`src/rtl/assert_macros.svh`:
```
// ----------------------------------------------------------------------------
// assertion macros
// short forms for clocked concurrent assertions with synchronous reset
// ----------------------------------------------------------------------------
`ifndef ASSERT_MACROS_SVH
`define ASSERT_MACROS_SVH

// property that must hold at every clock edge out of reset
`define ASSERT_ALWAYS(lbl, expr) \
  lbl: assert property (@(posedge clk) disable iff (!rst_n) (expr)) \
    else $error("assertion failed");

// consequent must hold in the cycle after the antecedent
`define ASSERT_NEXT(lbl, ante, cons) \
  lbl: assert property (@(posedge clk) disable iff (!rst_n) (ante) |=> (cons)) \
    else $error("assertion failed");

`endif

```
`src/rtl/ccsi_pkg.sv`:
```
// ----------------------------------------------------------------------------
// ccsi_pkg
// constants and codes shared by the command checksum inserter
// ----------------------------------------------------------------------------
`timescale 1ns / 1ps

package ccsi_pkg;

  // longest extended frame accepted without an overlong error
  localparam int MAX_FRAME_BYTES = 256;
  // byte position counter, able to hold MAX_FRAME_BYTES itself
  localparam int POS_W = $clog2(MAX_FRAME_BYTES + 1);

  localparam logic [7:0] EXT_MASK = 8'h78;
  localparam int HDR_W = 11;
  localparam int BODY_START = 6;
  localparam int EXT_HDR_LAST = 3;

  localparam int IN_DATA_W = 8;
  localparam int OUT_DATA_W = 32;

  typedef enum logic [1:0] {
    ERR_OK       = 2'd0,
    ERR_SHORT    = 2'd1,
    ERR_OVERLONG = 2'd2
  } err_code_t;

endpackage

```
`src/rtl/command_checksum_inserter_core.sv`:
```
// ----------------------------------------------------------------------------
// command_checksum_inserter_core
// computes the 8-bit folded checksum and 16-bit body checksum of a command
// frame as its bytes stream in, one result per frame at the last byte
// ----------------------------------------------------------------------------
//
//  channel  | dir | tdata (low bit up)                      | side bands
//  ---------+-----+-----------------------------------------+-------------------
//  in_      | in  | frame_byte[7:0]                         | tlast = frame_end
//  out_     | out | sum8[7:0] sum16[23:8] fault_code[25:24] | tuser = is_extended
//
//  one byte is taken per cycle; the running sums sit in the frame state
//  registers and the result of the last byte goes straight to the output
//  register, so a frame gives its result in the cycle after its last byte.
//  in_tready drops only while a result waits in the output register and
//  out_tready is low; a waiting result and the next byte move in the same cycle
//  synchronous active-low reset clears the frame state and the output valid
// ----------------------------------------------------------------------------
`timescale 1ns / 1ps

`include "assert_macros.svh"

module command_checksum_inserter_core (
  input  logic                             clk,
  input  logic                             rst_n,
  // input byte stream
  input  logic                             in_tvalid,
  output logic                             in_tready,
  input  logic [ccsi_pkg::IN_DATA_W-1:0]   in_tdata,   // frame_byte[7:0]
  input  logic                             in_tlast,   // frame_end
  // result stream
  output logic                             out_tvalid,
  input  logic                             out_tready,
  output logic [ccsi_pkg::OUT_DATA_W-1:0]  out_tdata,  // sum8, sum16, fault_code
  output logic                             out_tuser   // is_extended
);

  localparam int PW = ccsi_pkg::POS_W;
  localparam int HW = ccsi_pkg::HDR_W;

  // frame state
  logic [PW-1:0]  pos_r, pos_nxt;
  logic [7:0]     form_r, form_nxt;
  logic [HW-1:0]  hdr_r, hdr_nxt;
  logic [15:0]    body_r, body_nxt;
  logic           ovl_r, ovl_nxt;

  // output register
  logic                            out_valid_r, out_valid_nxt;
  logic [ccsi_pkg::OUT_DATA_W-1:0] out_data_r, out_data_nxt;
  logic                            out_user_r, out_user_nxt;

  // per-byte working values
  logic                  in_xfer;
  logic [7:0]            in_byte;
  logic [7:0]            form_cur;
  logic                  ext;
  logic [3:0]            decl_len;
  logic                  hdr_take;
  logic                  body_take;
  logic                  at_limit;
  logic [HW-1:0]         hdr_cur;
  logic [15:0]           body_cur;
  logic                  ovl_cur;
  logic                  too_short;
  ccsi_pkg::err_code_t   err;
  logic [11:0]           total;
  logic [7:0]            sum8;
  logic [15:0]           sum16;

  // end-around-carry fold to 8 bits, applied twice
  function automatic logic [7:0] fold8(input logic [11:0] s);
    logic [8:0] x1;
    logic [8:0] x2;
    x1 = 9'(s[7:0]) + 9'(s[11:8]);
    x2 = 9'(x1[7:0]) + 9'(x1[8]);
    return x2[7:0];
  endfunction

  assign in_tready = !out_valid_r || out_tready;
  assign in_xfer   = in_tvalid && in_tready;
  assign in_byte   = in_tdata[7:0];

  always_comb begin
    // byte 1 picks the form, and already counts for this byte
    form_cur = (pos_r == PW'(1)) ? in_byte : form_r;
    ext      = (form_cur & ccsi_pkg::EXT_MASK) == ccsi_pkg::EXT_MASK;
    decl_len = 4'd2 + {1'b0, form_cur[2:0]};

    // header covers bytes 1..3 (extended) or 1..len-1 (normal)
    hdr_take  = (pos_r != '0) &&
                (ext ? (pos_r <= PW'(ccsi_pkg::EXT_HDR_LAST)) : (pos_r < PW'(decl_len)));
    body_take = ext && (pos_r >= PW'(ccsi_pkg::BODY_START));

    hdr_cur  = hdr_take ? (hdr_r + HW'(in_byte)) : hdr_r;
    body_cur = body_take ? (body_r + 16'(in_byte)) : body_r;

    // position saturates; a byte past the limit marks the frame overlong
    at_limit = pos_r >= PW'(ccsi_pkg::MAX_FRAME_BYTES);
    ovl_cur  = ovl_r || at_limit;

    // count = pos + 1 is below decl_len
    too_short = pos_r < PW'(decl_len - 4'd1);

    if (ext) begin
      err = ovl_cur ? ccsi_pkg::ERR_OVERLONG : ccsi_pkg::ERR_OK;
    end else begin
      err = too_short ? ccsi_pkg::ERR_SHORT : ccsi_pkg::ERR_OK;
    end

    // extended checksum also folds in both bytes of the body sum
    if (ext) begin
      total = 12'(hdr_cur) + 12'(body_cur[7:0]) + 12'(body_cur[15:8]);
    end else begin
      total = 12'(hdr_cur);
    end

    if (err == ccsi_pkg::ERR_OK) begin
      sum8  = fold8(total);
      sum16 = ext ? body_cur : 16'd0;
    end else begin
      sum8  = 8'd0;
      sum16 = 16'd0;
    end
  end

  // next frame state
  always_comb begin
    pos_nxt  = pos_r;
    form_nxt = form_r;
    hdr_nxt  = hdr_r;
    body_nxt = body_r;
    ovl_nxt  = ovl_r;
    if (in_xfer) begin
      if (in_tlast) begin
        // frame done: start over
        pos_nxt  = '0;
        form_nxt = '0;
        hdr_nxt  = '0;
        body_nxt = '0;
        ovl_nxt  = 1'b0;
      end else begin
        pos_nxt  = at_limit ? pos_r : (pos_r + PW'(1));
        form_nxt = form_cur;
        hdr_nxt  = hdr_cur;
        body_nxt = body_cur;
        ovl_nxt  = ovl_cur;
      end
    end
  end

  // next output register contents
  always_comb begin
    out_valid_nxt = out_valid_r;
    out_data_nxt  = out_data_r;
    out_user_nxt  = out_user_r;
    if (out_valid_r && out_tready) begin
      out_valid_nxt = 1'b0;
    end
    if (in_xfer && in_tlast) begin
      out_valid_nxt = 1'b1;
      out_data_nxt  = {6'd0, err, sum16, sum8};
      out_user_nxt  = ext;
    end
  end

  always_ff @(posedge clk) begin
    if (!rst_n) begin
      pos_r       <= '0;
      form_r      <= '0;
      hdr_r       <= '0;
      body_r      <= '0;
      ovl_r       <= 1'b0;
      out_valid_r <= 1'b0;
    end else begin
      pos_r       <= pos_nxt;
      form_r      <= form_nxt;
      hdr_r       <= hdr_nxt;
      body_r      <= body_nxt;
      ovl_r       <= ovl_nxt;
      out_valid_r <= out_valid_nxt;
    end
  end

  // payload, no reset needed
  always_ff @(posedge clk) begin
    out_data_r <= out_data_nxt;
    out_user_r <= out_user_nxt;
  end

  assign out_tvalid = out_valid_r;
  assign out_tdata  = out_data_r;
  assign out_tuser  = out_user_r;

  // ---------------------------------------------------------------------------
  // assertions
  // ---------------------------------------------------------------------------

  // a frame end always restarts the byte count
  `ASSERT_NEXT(a_pos_restart, in_xfer && in_tlast, pos_r == '0)

  // an errored result carries zero checksums
  `ASSERT_ALWAYS(a_err_zero_sums, !out_valid_r ||
      out_data_r[25:24] == ccsi_pkg::ERR_OK ||
      (out_data_r[23:0] == 24'd0))

  // the short error only for normal frames, overlong only for extended
  `ASSERT_ALWAYS(a_err_matches_form, !out_valid_r ||
      (out_data_r[25:24] == ccsi_pkg::ERR_OK) ||
      (out_data_r[25:24] == ccsi_pkg::ERR_SHORT && !out_user_r) ||
      (out_data_r[25:24] == ccsi_pkg::ERR_OVERLONG && out_user_r))

  // normal frames never report a body sum
  `ASSERT_ALWAYS(a_normal_no_sum16, !out_valid_r || out_user_r ||
      out_data_r[23:8] == 16'd0)

endmodule

```
`config.mk`:
```
export PLATFORM = sky130hd
export DESIGN_NAME = command_checksum_inserter_core
export DESIGN_NICKNAME = d
export VERILOG_FILES = /design/src/rtl/ccsi_pkg.sv /design/src/rtl/command_checksum_inserter_core.sv
export VERILOG_INCLUDE_DIRS = /design/src /design/src/rtl
export SDC_FILE = /design/constraint.sdc
export NUM_CORES = 1
export LEC_CHECK = 0
export BUFFER_PORTS_ARGS = -buffer_cell sky130_fd_sc_hd__buf_2
export CAP_MARGIN = 20
export CORE_MARGIN = 2
export CORE_UTILIZATION = 54
export CTS_BUF_LIST = sky130_fd_sc_hd__clkbuf_8
export CTS_CLUSTER_DIAMETER = 60
export DETAILED_ROUTE_END_ITERATION = 8
export PLACE_DENSITY = 0.76
export SETUP_SLACK_MARGIN = 0.1
export SKIP_LAST_GASP = 1
export SLEW_MARGIN = 20
export SYNTH_ARGS = -nofsm -noshare
export SYNTH_HDL_FRONTEND = slang
export SYNTH_SLANG_ARGS = --single-unit
```
`constraint.sdc`:
```
create_clock -name clk -period 8.3 [get_ports clk]
set_input_delay 1.66 -clock clk [delete_from_list [all_inputs] [get_ports clk]]
set_output_delay 1.66 -clock clk [all_outputs]
set_load 0.005 [all_outputs]
```
=== After elaboration in Yosys (flattened, before gate mapping) ===
Cells that the tools add are included.

* Add/sub/neg operators: 9
* Order comparisons: 5
* Eq/ne operators: 3
* Mux-type cells: 16
* Reduce and logical (&&, ||, !) cells: 13

{| class="wikitable"
|+ Operators by type and width
! cell !! count
|-
| 16-bit two-way mux || 2
|-
| 11-bit two-way mux || 2
|-
| 9-bit two-way mux || 2
|-
| 16-bit by 8-bit adder with 16-bit output || 1
|-
| 7-bit two-way mux || 2
|-
| 11-bit by 8-bit adder with 12-bit output || 1
|-
| 12-bit by 8-bit adder with 12-bit output || 1
|-
| 12-bit two-way mux || 1
|-
| 11-bit by 8-bit adder with 11-bit output || 1
|-
| 8-bit by 4-bit adder with 9-bit output || 1
|-
| 9-bit by 1-bit adder with 9-bit output (second input constant) || 1
|-
| 9-bit by 1-bit == test with 1-bit output (second input constant) || 1
|-
| 9-bit by 3-bit greater-or-equal comparator with 1-bit output (second input constant) || 1
|-
| 9-bit greater-or-equal comparator (second input constant) || 1
|-
| 9-bit by 2-bit less-or-equal comparator with 1-bit output (second input constant) || 1
|-
| 9-bit by 4-bit less-than comparator with 1-bit output || 1
|-
| 9-bit less-than comparator || 1
|-
| 9-bit nonzero test || 1
|-
| 8-bit by 1-bit adder with 8-bit output || 1
|-
| 1-bit logical AND || 5
|-
| 1-bit two-way mux || 5
|-
| 4-bit by 1-bit subtractor with 5-bit output (second input constant) || 1
|-
| 2-bit by 3-bit adder with 4-bit output (first input constant) || 1
|-
| 4-bit == test (second input constant) || 1
|-
| other kinds (7) || 10
|}

* Flip-flop bits (word level): 72
* Bits of input ports: 13
* Output and inout port bits: 35
* Logic and storage cells: 56

=== Longest topological paths before layout ===
Gate-level depths: netlist (run 1).

* Depth after elaboration: 12
* Gate-level depth with buffers: 40
* Mapped depth without buffers: 39

=== Worst setup path after synthesis (run 1) ===
Ideal clock, no wire load.

* Kind: input-to-reg
* From: input in_tdata[1] in the netlist's numbering
* To: register out_data_r (netlist bit out_tdata[6]) (data pin)
* Data arrival time: 8584 ps
* Required time: 8028 ps
* Setup slack: -557 ps
* Cell stages on the path: 35
* Buffers on the path: 1
* Path through: mux2_2 ha_1 inv_1 ha_1 a21o_1 a2111o_1 a41oi_4 nand3_2 nand2_2 buf_4 mux2_2 fa_1 ha_1 fa_1 a21o_1 a21oi_1 o21bai_1 a21oi_1 nor2b_1 o21a_1 o21ai_0 xor2_1 fa_1 a21oi_1 o21bai_1 nand2_1 nor4b_1 ha_1 ha_1 nand2_1 nor2_1 nand3_1 a21boi_0 xor2_1 nor2_1

* Cells in the longest elaborated chain, start to end: 11
* Elaborated cells between the ends (all ways): 19
* Classes of those cells: 8 x add/sub; 2 x order compare; 7 x mux; 2 x reduce/logical

{| class="wikitable"
|+ RTL lines
! item !! RTL line !! text
|-
| start, declared || command_checksum_inserter_core.sv:29 || <nowiki>input logic [ccsi_pkg::IN_DATA_W-1:0] in_tdata,</nowiki>
|-
| 7-bit two-way mux || command_checksum_inserter_core.sv:86 || <nowiki>form_cur = (pos_r == PW'(1)) ? in_byte : form_r;</nowiki>
|-
| 2-bit by 3-bit adder with 4-bit output || command_checksum_inserter_core.sv:88 || <nowiki>decl_len = 4'd2 + {1'b0, form_cur[2:0]};</nowiki>
|-
| 9-bit by 4-bit less-than comparator with 1-bit output || command_checksum_inserter_core.sv:92 || <nowiki>(ext ? (pos_r <= PW'(ccsi_pkg::EXT_HDR_LAST)) : (pos_r < PW'(decl_len)));</nowiki>
|-
| 1-bit two-way mux || command_checksum_inserter_core.sv:92 ||
|-
| 1-bit logical AND || command_checksum_inserter_core.sv:91 || <nowiki>hdr_take = (pos_r != '0) &&</nowiki>
|-
| 11-bit two-way mux || command_checksum_inserter_core.sv:95 || <nowiki>hdr_cur = hdr_take ? (hdr_r + HW'(in_byte)) : hdr_r;</nowiki>
|-
| 11-bit by 8-bit adder with 12-bit output || command_checksum_inserter_core.sv:113 || <nowiki>total = 12'(hdr_cur) + 12'(body_cur[7:0]) + 12'(body_cur[15:8]);</nowiki>
|-
| 12-bit by 8-bit adder with 12-bit output || command_checksum_inserter_core.sv:113 ||
|-
| 12-bit two-way mux || command_checksum_inserter_core.sv:112 || <nowiki>if (ext) begin</nowiki>
|-
| 8-bit by 4-bit adder with 9-bit output || command_checksum_inserter_core.sv:75 || <nowiki>x1 = 9'(s[7:0]) + 9'(s[11:8]);</nowiki>
|-
| 8-bit by 1-bit adder with 8-bit output || command_checksum_inserter_core.sv:76 || <nowiki>x2 = 9'(x1[7:0]) + 9'(x1[8]);</nowiki>
|-
| end signal, assigned || command_checksum_inserter_core.sv:187 || <nowiki>out_data_r <= out_data_nxt;</nowiki>
|-
| end, declared || command_checksum_inserter_core.sv:50 || <nowiki>logic [ccsi_pkg::OUT_DATA_W-1:0] out_data_r, out_data_nxt;</nowiki>
|}

Several ways; a longest one is shown, not always the timed one.
A chain may end at the register's enable or synchronous reset.

=== Worst setup path after layout (run 1) ===
Same ends and word-level chain as after synthesis.

==> impl_summary.md, run 1 <==
GRT
The overall routing resource usage is 26.5%. The final global-route overflow total is 0. The number of antenna violations at the first check in global routing is 0.

The number of global-route vias before repair is 4358. The global-route wire length before repair is 21500 um. The largest net degree at the start of global routing is 40.

Die
After floorplanning, the core was sized to cover 9590 um2. The area enclosed by the die boundary is 10500 um2. Once the floorplan was initialized, standard cells occupied 54.8% of the core. From left edge to right edge, the die measures 103 um. The overall die height is 103 um. 48 I/O pins were placed. After floorplanning, the core was divided into 36 placement rows.

Clock network
The CTS root buffer is clkbuf_8. The post-cts hold buffer count is 0. The clock latency at the later pin of the worst-skew pair is 0.36 ns. The maximum level of the CTS H-tree is 3. The deepest clock path buffer count is 2. The clock slew seen by the registers of the worst setup and hold paths is 0.08 ns.

The total clock buffers created by CTS is 9. TritonCTS built the clock tree. CTS saw 72 sinks.

Route
The final layout contains routed wiring with a total length of 13600 um. The number of design rule violations left after detail routing is 0. The via count of the routed design is 4601. After detailed routing, the number of vias per cell comes to 5.79. The detail route stage leaves a number of antenna-violating nets equal to 0. The average wire length per cell after detail routing is 17.2 um. The first TritonRoute pass finished after 5 iterations. The violation count after the first detailed-routing iteration is 276.

Power and ir drop
The maximum VDD drop is 103 uV. The areal power density over the cells is 146 nW/um2. In this run the static leakage power is 2.67 nW.

Worst hold path
The end of the worst hold path is body_r[7]$_SDFFE_PN0P_. The worst hold path begins at body_r[7]$_SDFFE_PN0P_. The depth of the worst hold-timing path is 2. The worst hold path belongs to the class reg2reg.

Critical path
Counting both buffers and inverters, the worst setup path holds a total of 2. The worst setup path is captured at a flip-flop. The type of origin of the critical path is an input port. The type of the worst setup path is in2reg. Among the stages of the critical path, the cell type that occurs most often is ha_4. Data on the critical path is required at its endpoint by 8.39 ns. The worst register-to-register path begins at pos_r[1]$_SDFFE_PN0P_. The cell family contributing the most delay on the critical path is compound AO/OA/AOI/OAI gates. Data on the critical path arrives at its endpoint at 8.13 ns. The number of cell instances on the worst register-to-register path is 38. Of all nets on the critical path, the largest fanout is 5. The worst reg-to-reg setup slack is 0.42 ns. The delay contributed by the slowest stage of the critical path is 0.48 ns. Among all stages on the critical path, the largest delay is contributed by fa_1. The endpoint identified for the worst register-to-register timing path is out_tdata[6]$_SDFFCE_PP0P_.

Cells and area
The number of antenna diodes in the final layout is 0. The number of fillers in the final layout is 783. The net count of the finished layout is 725.

The share of post-route cells with drive strength above 1 is 20.9%. From synthesis to final layout, the design area changed by 18.1%. With fillers left out, the area of the finished cells amounts to 6210 um2.

Timing
The actual slew at the worst max-slew pin is 1.02 ns. Counting I/O delays and the setup requirement, the final critical path takes 8.03 ns. The count of final hold-check violations was 0. The number of max-slew violations in the final report is 0.

For the final database, setup skew stands at 0.0155 ns. Dividing the final minimum period by the clock period gives 96.8%. The maximum operating frequency is 125 MHz. Setup violations remaining at the end of the flow were counted as 0. The headroom to the max-slew limit is 31.5%.

For the final routed database, the setup TNS stands at 0 ns. Setup repair after global routing could not meet its margin everywhere.

Logic synthesis
The count of unique library cells instantiated by Yosys is 61. The largest area contributor in the netlist is dfxtp_1. Sequential elements use 32.6% of the synthesized area.

Counting instances in the post-synthesis netlist gives the leading cell types as nand2_1 (52), nor2_1 (46), dfxtp_1 (45). Yosys printed 0 warnings. The most used standard cell by instance count after synthesis is nand2_1. The area share of the largest cell type after synthesis is 17.1%. The most used flip-flop cell after synthesis is dfxtp_1. In this run, synthesis produced a sequential element count of 72. By area the synthesized netlist is led by dfxtp_1 (17%), edfxtp_1 (15%), ha_1 (10%). The synthesized cell area is 5260 um2. In this run the mean area of a mapped cell was 8.94 um2. The number of synthesized flops with an enable pin is 27. The fraction of registers with async set/reset is 0%. The number of cells produced by synthesis is 588.

Placed design
The placed cell area is 5820 um2. The congestion estimate from routability-driven global placement came to 0.928. During placement, the flow inserted port buffers numbering 41. The sum of net half-perimeters after detailed placement is 9820 um.

Outcome
The flow ran to the end, and the final reports show no timing, DRC or antenna violations.

Run
Max-cap violations in this run came to 0.
[state kept, by name, indices dropped and copies added (netlist names)]
signal / flops
ovl_r: 1
out_tdata: 26
out_tuser: 1
body_r: 16
form_r: 7
pos_r: 9
out_tvalid: 1
hdr_r: 11
[power by group]
part	leakage (nW)	switching, W	total [W]	internal, W
clock network	0.136	0.000140	0.000368	0.000229
registers	0.618	0.00000401	0.000377	0.000373
logic	1.91	0.0000916	0.000159	0.0000676
[layout by cell type (no fill, tap or decap), drive strengths merged, types with 10 or more instances in the layout]
cell type  netlist  final
a21oi           34     34
edfxtp          27     27
a21o            13     13
buf             10     75
o21a            10     10
nor3            13     13
a22oi           20     20
inv             33     34
ha              44     44
a21boi          10     10
dfxtp           45     45
nand3           16     16
xnor2           21     21
xor2            20     20
nand2           53     53
nor2b           32     32
fa              12     12
o21ai           31     31
and2            13     13
nor2            47     47
[kinds of logic after synthesis]
| family | synth area share [%] |
|---|---|
| xor gates and xnor gates | 6.97 |
| adders and majority gates | 15.0 |
| other | 0.143 |
| muxes | 2.26 |
| AOI/OAI and AO/OA | 18.3 |
| DFF | 32.6 |
| and+or+nand+nor | 20.1 |
| buffers and inverters | 4.67 |
[tightest hold or removal path: stages, from the launching register on]
cell,delay (ns)
dfxtp_1,0.33
nand3_1,0.07
nand2_1,0.04
[stage by stage]
| stage | utilization, % | total power (W) | setup WS, ns | std cells | hold WS (ns) |
|---|---|---|---|---|---|
| floorplan | - | 0.000487 | 0.111 | 593 | 0.437 |
| global placement | 60.6 | 0.000527 | 0.00786 | 772 | 0.457 |
| detailed placement | 60.6 | 0.000532 | -0.177 | 772 | 0.471 |
| CTS | 63.3 | 0.000897 | 0.137 | 788 | 0.481 |
| global route | 64.7 | 0.000940 | -0.0944 | 794 | 0.518 |
| finish | 64.7 | 0.000905 | 0.268 | 794 | 0.479 |
[layout make-up]
| cell class | count | area, um2 | share of cell area, % |
|---|---|---|---|
| Clock buffer | 9 | 124 | 2.00 |
| Clock inverter | 7 | 136 | 2.20 |
| Inverter | 33 | 124 | 2.00 |
| Multi-Input combinational cell | 465 | 3480 | 56.1 |
| Sequential cell | 72 | 1710 | 27.6 |
| Tap cell | 133 | 166 | 2.68 |
| Timing Repair Buffer | 75 | 460 | 7.42 |
[per-layer routing]
layer	part of all wire, %	track usage, %
met2	47	42.7
met4	3.8	12.6
met3	5.9	3.59
met1	44	35.4
met5	0	0
[timing repair]
| action | CTS | global route |
|---|---|---|
| endpoints found under the hold margin | 0 | 0 |
| gates resized for setup | 0 | 17 |
| setup buffers | 0 | 6 |
| setup endpoints to repair | 0 | 6 |
[worst max path at each step]
stage                     slack [ns]  depth (start not counted)                   from                    endpoint
after floorplan                 0.11                         35            in_tdata[1]  out_tdata[6]$_SDFFCE_PP0P_
after global placement         0.008                         35            in_tdata[2]  out_tdata[6]$_SDFFCE_PP0P_
after detailed placement       -0.18                         35            in_tdata[2]  out_tdata[6]$_SDFFCE_PP0P_
after CTS                       0.14                         38  pos_r[0]$_SDFFE_PN0P_  out_tdata[6]$_SDFFCE_PP0P_
after global routing           -0.09                         35            in_tdata[1]  out_tdata[6]$_SDFFCE_PP0P_
final                           0.27                         35            in_tdata[1]  out_tdata[6]$_SDFFCE_PP0P_
Power figures use the tool's default switching activity.
==> inputs of run 2 (changes only) <==
--- a/config.mk
+++ b/config.mk
@@ -6,14 +6,15 @@
 export SDC_FILE = /design/constraint.sdc
 export NUM_CORES = 1
 export LEC_CHECK = 0
+export ABC_AREA = 1
 export BUFFER_PORTS_ARGS = -buffer_cell sky130_fd_sc_hd__buf_2
 export CAP_MARGIN = 20
 export CORE_MARGIN = 2
-export CORE_UTILIZATION = 54
+export CORE_UTILIZATION = 47
 export CTS_BUF_LIST = sky130_fd_sc_hd__clkbuf_8
 export CTS_CLUSTER_DIAMETER = 60
 export DETAILED_ROUTE_END_ITERATION = 8
-export PLACE_DENSITY = 0.76
+export PLACE_DENSITY = 0.68
 export SETUP_SLACK_MARGIN = 0.1
 export SKIP_LAST_GASP = 1
 export SLEW_MARGIN = 20
==> impl_summary.md, run 2 <==
GRT
The number of global-route vias before repair is 4483 (+2.9%). The final global-route overflow total is 0 (unchanged). The global-route wire length before repair was 21300 um (-0.58%). The overall routing resource usage came to 23.1% (-3.5 points). The largest net degree at the start of global routing is 40 (unchanged). The number of antenna violations at the first check in global routing came to 0 (unchanged).

Route
The detailed-router iteration count before antenna repair was 5 (unchanged). The post-detailed-route count of antenna-violating nets is 0 (unchanged). The violation count after the first detailed-routing iteration is 284 (+2.9%). The via count of the routed design was 4736 (+2.9%).

The total routed wirelength came to 13200 um (-3.6%). The average wire length per cell after detail routing was 14.7 um (-14%). The number of vias per cell is 5.29 (-8.7%). The number of design rule violations left after detail routing was 0 (unchanged).

Cells and area
The share of post-route cells with drive strength above 1 is 14.0% (-6.8 points). The cell area after layout came to 5910 um2 (-4.8%). The net count of the finished layout is 819 (+13%). The signed area change from the synthesized netlist to the final layout is 11.4%. The flip-flop count of the largest register, all copies and words added is 26 (unchanged). The antenna diode count is 0 (unchanged). The library cell used most frequently in the layout, excluding fill and tap cells, is nand2_1. Leaving out fill and tap cells, the most frequent cells in the layout are nand2_1 (180), inv_1 (83), a21oi_1 (67).

Critical path
The delay contributed by the slowest stage of the critical path is 0.52 ns (+0.04 ns). The required time at the endpoint of the critical path was 8.43 ns (+0.04 ns). The critical path is of the in2reg type.

The worst reg-to-reg setup slack was 0.89 ns (+0.47 ns). The worst setup path is launched from an input port. The critical path arrival is 7.87 ns (-0.26 ns). The startpoint identified for the worst register-to-register timing path is pos_r[1]$_SDFFE_PN0P_. In this design, the largest share of critical-path delay is due to adder cells. The number of cell instances on the worst register-to-register path is 48 (+26%). The number of buffer and inverter stages on the critical path was 6 (+4). For this design, the slowest cell found on the critical path is fa_1. The maximum fanout along the worst path is 6 (+1). The end of the worst register-to-register path is out_tdata[6]$_SDFFCE_PP0P_. The endpoint kind of the worst setup timing path is a flip-flop.

Timing
The least setup slack across all paths after layout came to 0.559 ns (+0.291 ns). The headroom to the max-slew limit is 41.1% (+9.6 points). The count of final hold-check violations is 0 (unchanged). The maximum operating frequency is 129 MHz (+3.8%). The worst hold slack came to 0.467 ns (-0.0121 ns). The actual slew at the worst max-slew pin came to 0.881 ns (-0.140 ns).

The share of the clock period used by the worst path after layout was 93.3% (-3.5 points). The shortest period the worst path allows is 7.74 ns (-0.291 ns). The final-report setup violation count was 0 (unchanged). The final worst clock skew is 0.0176 ns (+0.00209 ns).

The number of max-slew violations in the final report came to 0 (unchanged).

Logic synthesis
Summed over all instances, the cell type with the most area after synthesis is dfxtp_1. After synthesis, the cell types taking the most area are dfxtp_1 (17%), edfxtp_1 (15%), nand2_1 (13%). Among all cell types in the netlist, the one instantiated most often is nand2_1. The synthesis-stage register bit count is 72 (unchanged). The count of synthesis-stage warnings from yosys is 0 (unchanged). The count of unique library cells instantiated by Yosys came to 48 (-21%). The fraction of registers with async set/reset was 0% (unchanged). The area share of the largest cell type after synthesis was 17.0% (-0.15 points).

By count the netlist is led by nand2_1 (180), inv_1 (81), a21oi_1 (68). The average size of a mapped cell was 7.51 um2 (-16%). The sequential element share of the synthesized area is 32.3% (-0.28 points). The number of cells produced by synthesis came to 706 (+20%). The number of synthesized flops with an enable pin came to 27 (unchanged). The synthesized cell area is 5300 um2 (+0.86%). In the synthesized netlist the dominant register cell turns out to be dfxtp_1.

Placed design
The minimum setup slack after placement came to -0.0327 ns (+0.145 ns). The sum of net half-perimeters after detailed placement is 9830 um (+0.12%). The number of input and output port buffers inserted is 41 (unchanged).

The placed cell area is 5650 um2 (-2.8%). The last weighted congestion value of the routability-driven placer came to 0.925 (-0.39%).

Outcome
The flow ran to the end, and the final reports show no timing, DRC or antenna violations.

Clock network
The maximum level of the CTS H-tree is 3 (unchanged). The deepest clock path buffer count is 2 (unchanged). The post-cts hold buffer count is 0 (unchanged). The CTS tree is yes. The total clock buffers created by CTS is 9 (unchanged). The clock slew seen by the registers of the worst setup and hold paths is 0.07 ns (about the same). The cell sitting at the root of the clock tree is a clkbuf_8. The number of sinks driven by the clock tree was 72 (unchanged). The clock latency at the later pin of the worst-skew pair is 0.38 ns (+0.02 ns).

Die
The number of rows created at floorplan is 38 (+5.6%). The chip width is 110 um (+7.3%). The overall die height is 110 um (+7.3%). The top-level port count is 48 (unchanged).

The initial core utilization is 48.5% (-6.3 points). The core outline area is 10900 um2 (+14%). The area enclosed by the die boundary is 12100 um2 (+15%).

Worst hold path
The worst min-delay path category is reg2reg. The depth of the worst hold-timing path is 2 (unchanged). The end of the worst hold path is form_r[3]$_SDFFE_PN0P_. The startpoint identified for the worst hold timing path is form_r[3]$_SDFFE_PN0P_.

Power and ir drop
The leakage dissipation is 2.77 nW (+3.9%). The final total power is 0.000771 W (-15%). The maximum VDD drop was 134 uV (+31%). The areal power density over the cells is 130 nW/um2 (-11%).

Run
The number of max-capacitance violations reported is 0 (unchanged).
## run 2: cell count changes in the layout (fill, tap and decap cells not counted), moves of 9 or more
cell,previous run,this run
a21boi_0,9,0
a21o_1,13,1
a21oi_1,27,67
a22oi_1,18,0
and2_1,12,1
buf_4,34,8
inv_1,33,83
nand2_1,52,180
nand3_1,13,29
nor2_1,44,62
nor2b_1,32,0
o21a_1,10,1
o21ai_0,27,17
xnor2_1,21,5
## run 2: repair_timing
| item | 4_1_cts | 5_1_grt |
|---|---|---|
| setup endpoints to repair | 0 | 7 |
| buffers inserted | 0 | 4 |
| resized for setup | 0 | 7 |
## run 2: stage by stage
step,utilization (%),setup TNS (ns),cells
floorplan,-,0,711
global placement,51.4,0,874
finish,54.0,0,895
detailed placement,51.7,-0.0327,875
global route,54.0,-0.0630,895
CTS,53.5,0,891
## run 2: final cells by class
type | count | area, um2
Clock buffer | 11 | 151
Clock inverter | 5 | 47.5
Fill cell | 1020 | 5030
Inverter | 91 | 342
Multi-Input combinational cell | 526 | 3190
Sequential cell | 72 | 1710
Tap cell | 140 | 175
Timing Repair Buffer | 50 | 293
## run 2: cells by family (layout without fill, tap and decap cells)
family	Yosys count	after routing	synth area share [%]
other cells	2	7	0.142
buf+inv	113	157	8.64
flops	72	72	32.3
fa+ha+maj	56	56	14.9
simple gates	323	323	27.2
xor+xnor	31	31	5.40
compound gates	109	109	11.4
## run 2: worst max path at each step
stage / depth (start not counted) / start / endpoint
4_1_cts: 44 / in_tdata[2] / out_tdata[6]$_SDFFCE_PP0P_
6_report: 44 / in_tdata[1] / out_tdata[6]$_SDFFCE_PP0P_
5_1_grt: 44 / in_tdata[2] / out_tdata[6]$_SDFFCE_PP0P_
3_3_place_gp: 42 / in_tdata[2] / out_tdata[6]$_SDFFCE_PP0P_
3_5_place_dp: 42 / in_tdata[2] / out_tdata[6]$_SDFFCE_PP0P_
2_1_floorplan: 39 / in_tdata[1] / out_tdata[6]$_SDFFCE_PP0P_
## run 2: routing by layer
| layer | GRT usage, % | part of all wire, % | up-vias |
|---|---|---|---|
| li1 | - | - | 2368 |
| met4 | 7.50 | 2.3 | 0 |
| met1 | 28.6 | 43 | 2228 |
| met5 | 0 | 0 | - |
| met2 | 39.0 | 49 | 114 |
| met3 | 6.17 | 5.8 | 26 |
## run 2: where the power goes
part	total (W)	internal, W	switching, W
clock network	0.000288	0.000152	0.000136
logic	0.000108	0.0000357	0.0000718
registers	0.000375	0.000372	0.00000291
total	0.000771	0.000560	0.000210
## run 2: worst min-delay path: cells and delay by family (launching register included)
family | cells | cell delay [ns]
AOI/OAI and AO/OA | 1 | 0.05
DFF | 1 | 0.31
and+or+nand+nor | 1 | 0.06
==> inputs of run 3 (changes only) <==
--- a/config.mk
+++ b/config.mk
@@ -7,14 +7,14 @@
 export NUM_CORES = 1
 export LEC_CHECK = 0
 export ABC_AREA = 1
-export BUFFER_PORTS_ARGS = -buffer_cell sky130_fd_sc_hd__buf_2
+export BUFFER_PORTS_ARGS = -buffer_cell sky130_fd_sc_hd__buf_4
 export CAP_MARGIN = 20
 export CORE_MARGIN = 2
 export CORE_UTILIZATION = 47
 export CTS_BUF_LIST = sky130_fd_sc_hd__clkbuf_8
 export CTS_CLUSTER_DIAMETER = 60
 export DETAILED_ROUTE_END_ITERATION = 8
-export PLACE_DENSITY = 0.68
+export PLACE_DENSITY = 0.65
 export SETUP_SLACK_MARGIN = 0.1
 export SKIP_LAST_GASP = 1
 export SLEW_MARGIN = 20
==> constraint.sdc (replaced) <==
create_clock -name clk -period 8.7 [get_ports clk]
set_input_delay 1.74 -clock clk [delete_from_list [all_inputs] [get_ports clk]]
set_output_delay 1.74 -clock clk [all_outputs]
set_load 0.005 [all_outputs]
==> impl_summary.md, run 3 (synthesis gave the netlist of run 2 again) <==
Outcome
The run finished with clean final reports.

Die
The chip width is 110 um (unchanged). The area enclosed by the die boundary is 12100 um2 (unchanged). The overall die height came to 110 um (unchanged). The initial core utilization is 48.5% (unchanged).

The top-level port count is 48 (unchanged). The core outline area is 10900 um2 (unchanged). The number of rows created at floorplan is 38 (unchanged).

Critical path
The capture point of the critical path is out_tdata[6]$_SDFFCE_PP0P_. The number of cell instances on the worst register-to-register path is 46 (-4.2%). The type of the worst setup path is in2reg. The critical path arrival is 7.98 ns (+0.11 ns). The worst register-to-register path begins at pos_r[1]$_SDFFE_PN0P_. The cell with the largest stage delay on the worst path is fa_1. The end of the worst register-to-register path is out_tdata[6]$_SDFFCE_PP0P_. The delay contributed by the slowest stage of the critical path is 0.43 ns (-0.09 ns). The worst reg-to-reg setup slack is 1.30 ns (+0.41 ns). The required time at the endpoint of the critical path came to 8.82 ns (+0.39 ns). The maximum fanout along the worst path is 16 (+10). The first element of the critical path is in_tdata[1].

STA classifies the critical path startpoint as an input port. The endpoint kind of the worst setup timing path is a flip-flop.

Power and ir drop
The areal power density over the cells is 123 nW/um2 (-6.1%). The leakage dissipation is 2.77 nW (about the same). The maximum VDD drop was 63.2 uV (-53%).

Clock network
The number of sinks driven by the clock tree is 72 (unchanged). The deepest clock path buffer count is 2 (unchanged). The CTS root buffer is clkbuf_8. The maximum level of the CTS H-tree is 3 (unchanged).

The count of buffers added by post-CTS timing repair for setup is 0 (unchanged). The total clock buffers created by CTS came to 9 (unchanged). The clock latency at the later pin of the worst-skew pair was 0.37 ns (about the same).

TritonCTS built the clock tree. The post-cts hold buffer count came to 0 (unchanged). The clock slew seen by the registers of the worst setup and hold paths was 0.07 ns (about the same). The post-CTS resize count came to 0 (unchanged).

Timing
The count of final hold-check violations came to 0 (unchanged). The actual slew at the worst max-slew pin came to 0.594 ns (-0.286 ns). The headroom to the max-slew limit is 60.1% (+19 points). The maximum operating frequency is 127 MHz. The share of the clock period used by the worst path after layout is 90.3%.

The worst hold slack is 0.466 ns (-0.000742 ns). The number of max-slew violations in the final report is 0 (unchanged). The final-report setup violation count was 0 (unchanged).

The worst path in the final design needs a cycle of 7.86 ns, including I/O delays and setup. Setup repair after global routing left no endpoint under its margin. The final worst clock skew was 0.0104 ns (-0.00720 ns). The total negative setup slack was 0 ns (unchanged).

Cells and area
The antenna diode count is 0 (unchanged). The core utilization of the finished layout was 54.4% (+0.40 points). The most common cell after layout, fill and taps aside is nand2_1. The cell area after layout is 5950 um2 (+0.74%). The flip-flop count of the largest register, all copies and words added is 26 (unchanged). The number of fillers in the final layout is 1054 (+3.3%). Compared with the post-synthesis result, the final layout area differs by 12.2%. The share of post-route cells with drive strength above 1 was 13.2% (-0.86 points). The net count of the finished layout is 815 (-0.49%). The top cell types in the final layout, fill and taps aside, are nand2_1 (180), inv_1 (82), a21oi_1 (68).

Route
The via count of the routed design is 4608 (-2.7%). The violation count after the first detailed-routing iteration came to 235 (-17%). The number of vias per cell is 5.17 (-2.3%). The total routed wirelength is 12700 um (-3.4%). The average wire length per cell after detail routing is 14.3 um (-3.0%). The detailed-router iteration count before antenna repair is 5 (unchanged). The post-detailed-route count of antenna-violating nets is 0 (unchanged).

The number of design rule violations left after detail routing is 0 (unchanged).

GRT
The met1 demand-to-capacity share in global routing is 30.8% (+2.2 points). The global-route wire length before repair came to 20900 um (-2.0%). The number of global-route vias before repair is 4350 (-3.0%). The final global-route overflow total is 0 (unchanged). The number of antenna violations at the first check in global routing is 0 (unchanged).

The global-route met3 utilization is 4.17% (-2.0 points). The overall routing resource usage is 22.5% (-0.58 points). The fraction of met2 tracks used by global routing came to 34.7% (-4.3 points).

The largest net degree at the start of global routing is 40 (unchanged). met2 is the most crowded layer.

Run
The number of max-capacitance violations reported came to 0 (unchanged).

Worst hold path
The worst min-delay path category is reg2reg.

Placed design
The last weighted congestion value of the routability-driven placer is 0.868 (-6.2%). The number of input and output port buffers inserted is 41 (unchanged). The sum of net half-perimeters after detailed placement is 9540 um (-2.9%). The placed cell area is 5750 um2 (+1.7%).
-- run 3: metal layers --
layer	routed length (um)	share of wire (%)
met2	5750	45
met5	0	0
met3	571	4.5
met4	370	2.9
met1	6020	47
-- run 3: per-stage QoR --
| step | setup WS, ns | cells | total power, W |
|---|---|---|---|
| after floorplan | 0.895 | 711 | 0.000434 |
| after global placement | 0.514 | 874 | 0.000465 |
| after detailed placement | 0.312 | 875 | 0.000468 |
| after CTS | 0.666 | 891 | 0.000735 |
| after global routing | 0.107 | 891 | 0.000763 |
| final | 0.844 | 891 | 0.000729 |
-- run 3: worst min-delay path by stage --
stage | from | endpoint | slack (ns) | cells after the start
global route | form_r[5]$_SDFFE_PN0P_ | form_r[5]$_SDFFE_PN0P_ | 0.48 | 2
detailed placement | ovl_r$_SDFFE_PN0P_ | ovl_r$_SDFFE_PN0P_ | 0.46 | 2
CTS | form_r[5]$_SDFFE_PN0P_ | form_r[5]$_SDFFE_PN0P_ | 0.47 | 2
floorplan | ovl_r$_SDFFE_PN0P_ | ovl_r$_SDFFE_PN0P_ | 0.44 | 2
global placement | ovl_r$_SDFFE_PN0P_ | ovl_r$_SDFFE_PN0P_ | 0.45 | 2
finish | hdr_r[10]$_SDFFE_PN0P_ | hdr_r[10]$_SDFFE_PN0P_ | 0.47 | 2
-- run 3: area by class of cell --
class	count	area (um2)	share of cell area (%)
multi-input combinational	526	3170	53.3
sequential	72	1710	28.8
timing repair buffer	46	365	6.14
inverter	91	342	5.74
tap	140	175	2.94
clock buffer	9	124	2.08
clock inverter	7	63.8	1.07
-- run 3: where the power goes --
group          total, W  internal [W]  switching [W]
clock network  0.000268      0.000130       0.000138
logic          0.000103     0.0000361      0.0000672
registers      0.000358      0.000355     0.00000289
total          0.000729      0.000521       0.000208
-- run 3: worst max-delay path, delay by kind of cell --
kind / cells / cell delay (ns)
adders and majority gates: 8 / 2.19
AOI/OAI and AO/OA: 8 / 1.34
xor gates and xnor gates: 1 / 0.16
and+or+nand+nor: 19 / 1.90
buffers and inverters: 6 / 0.60
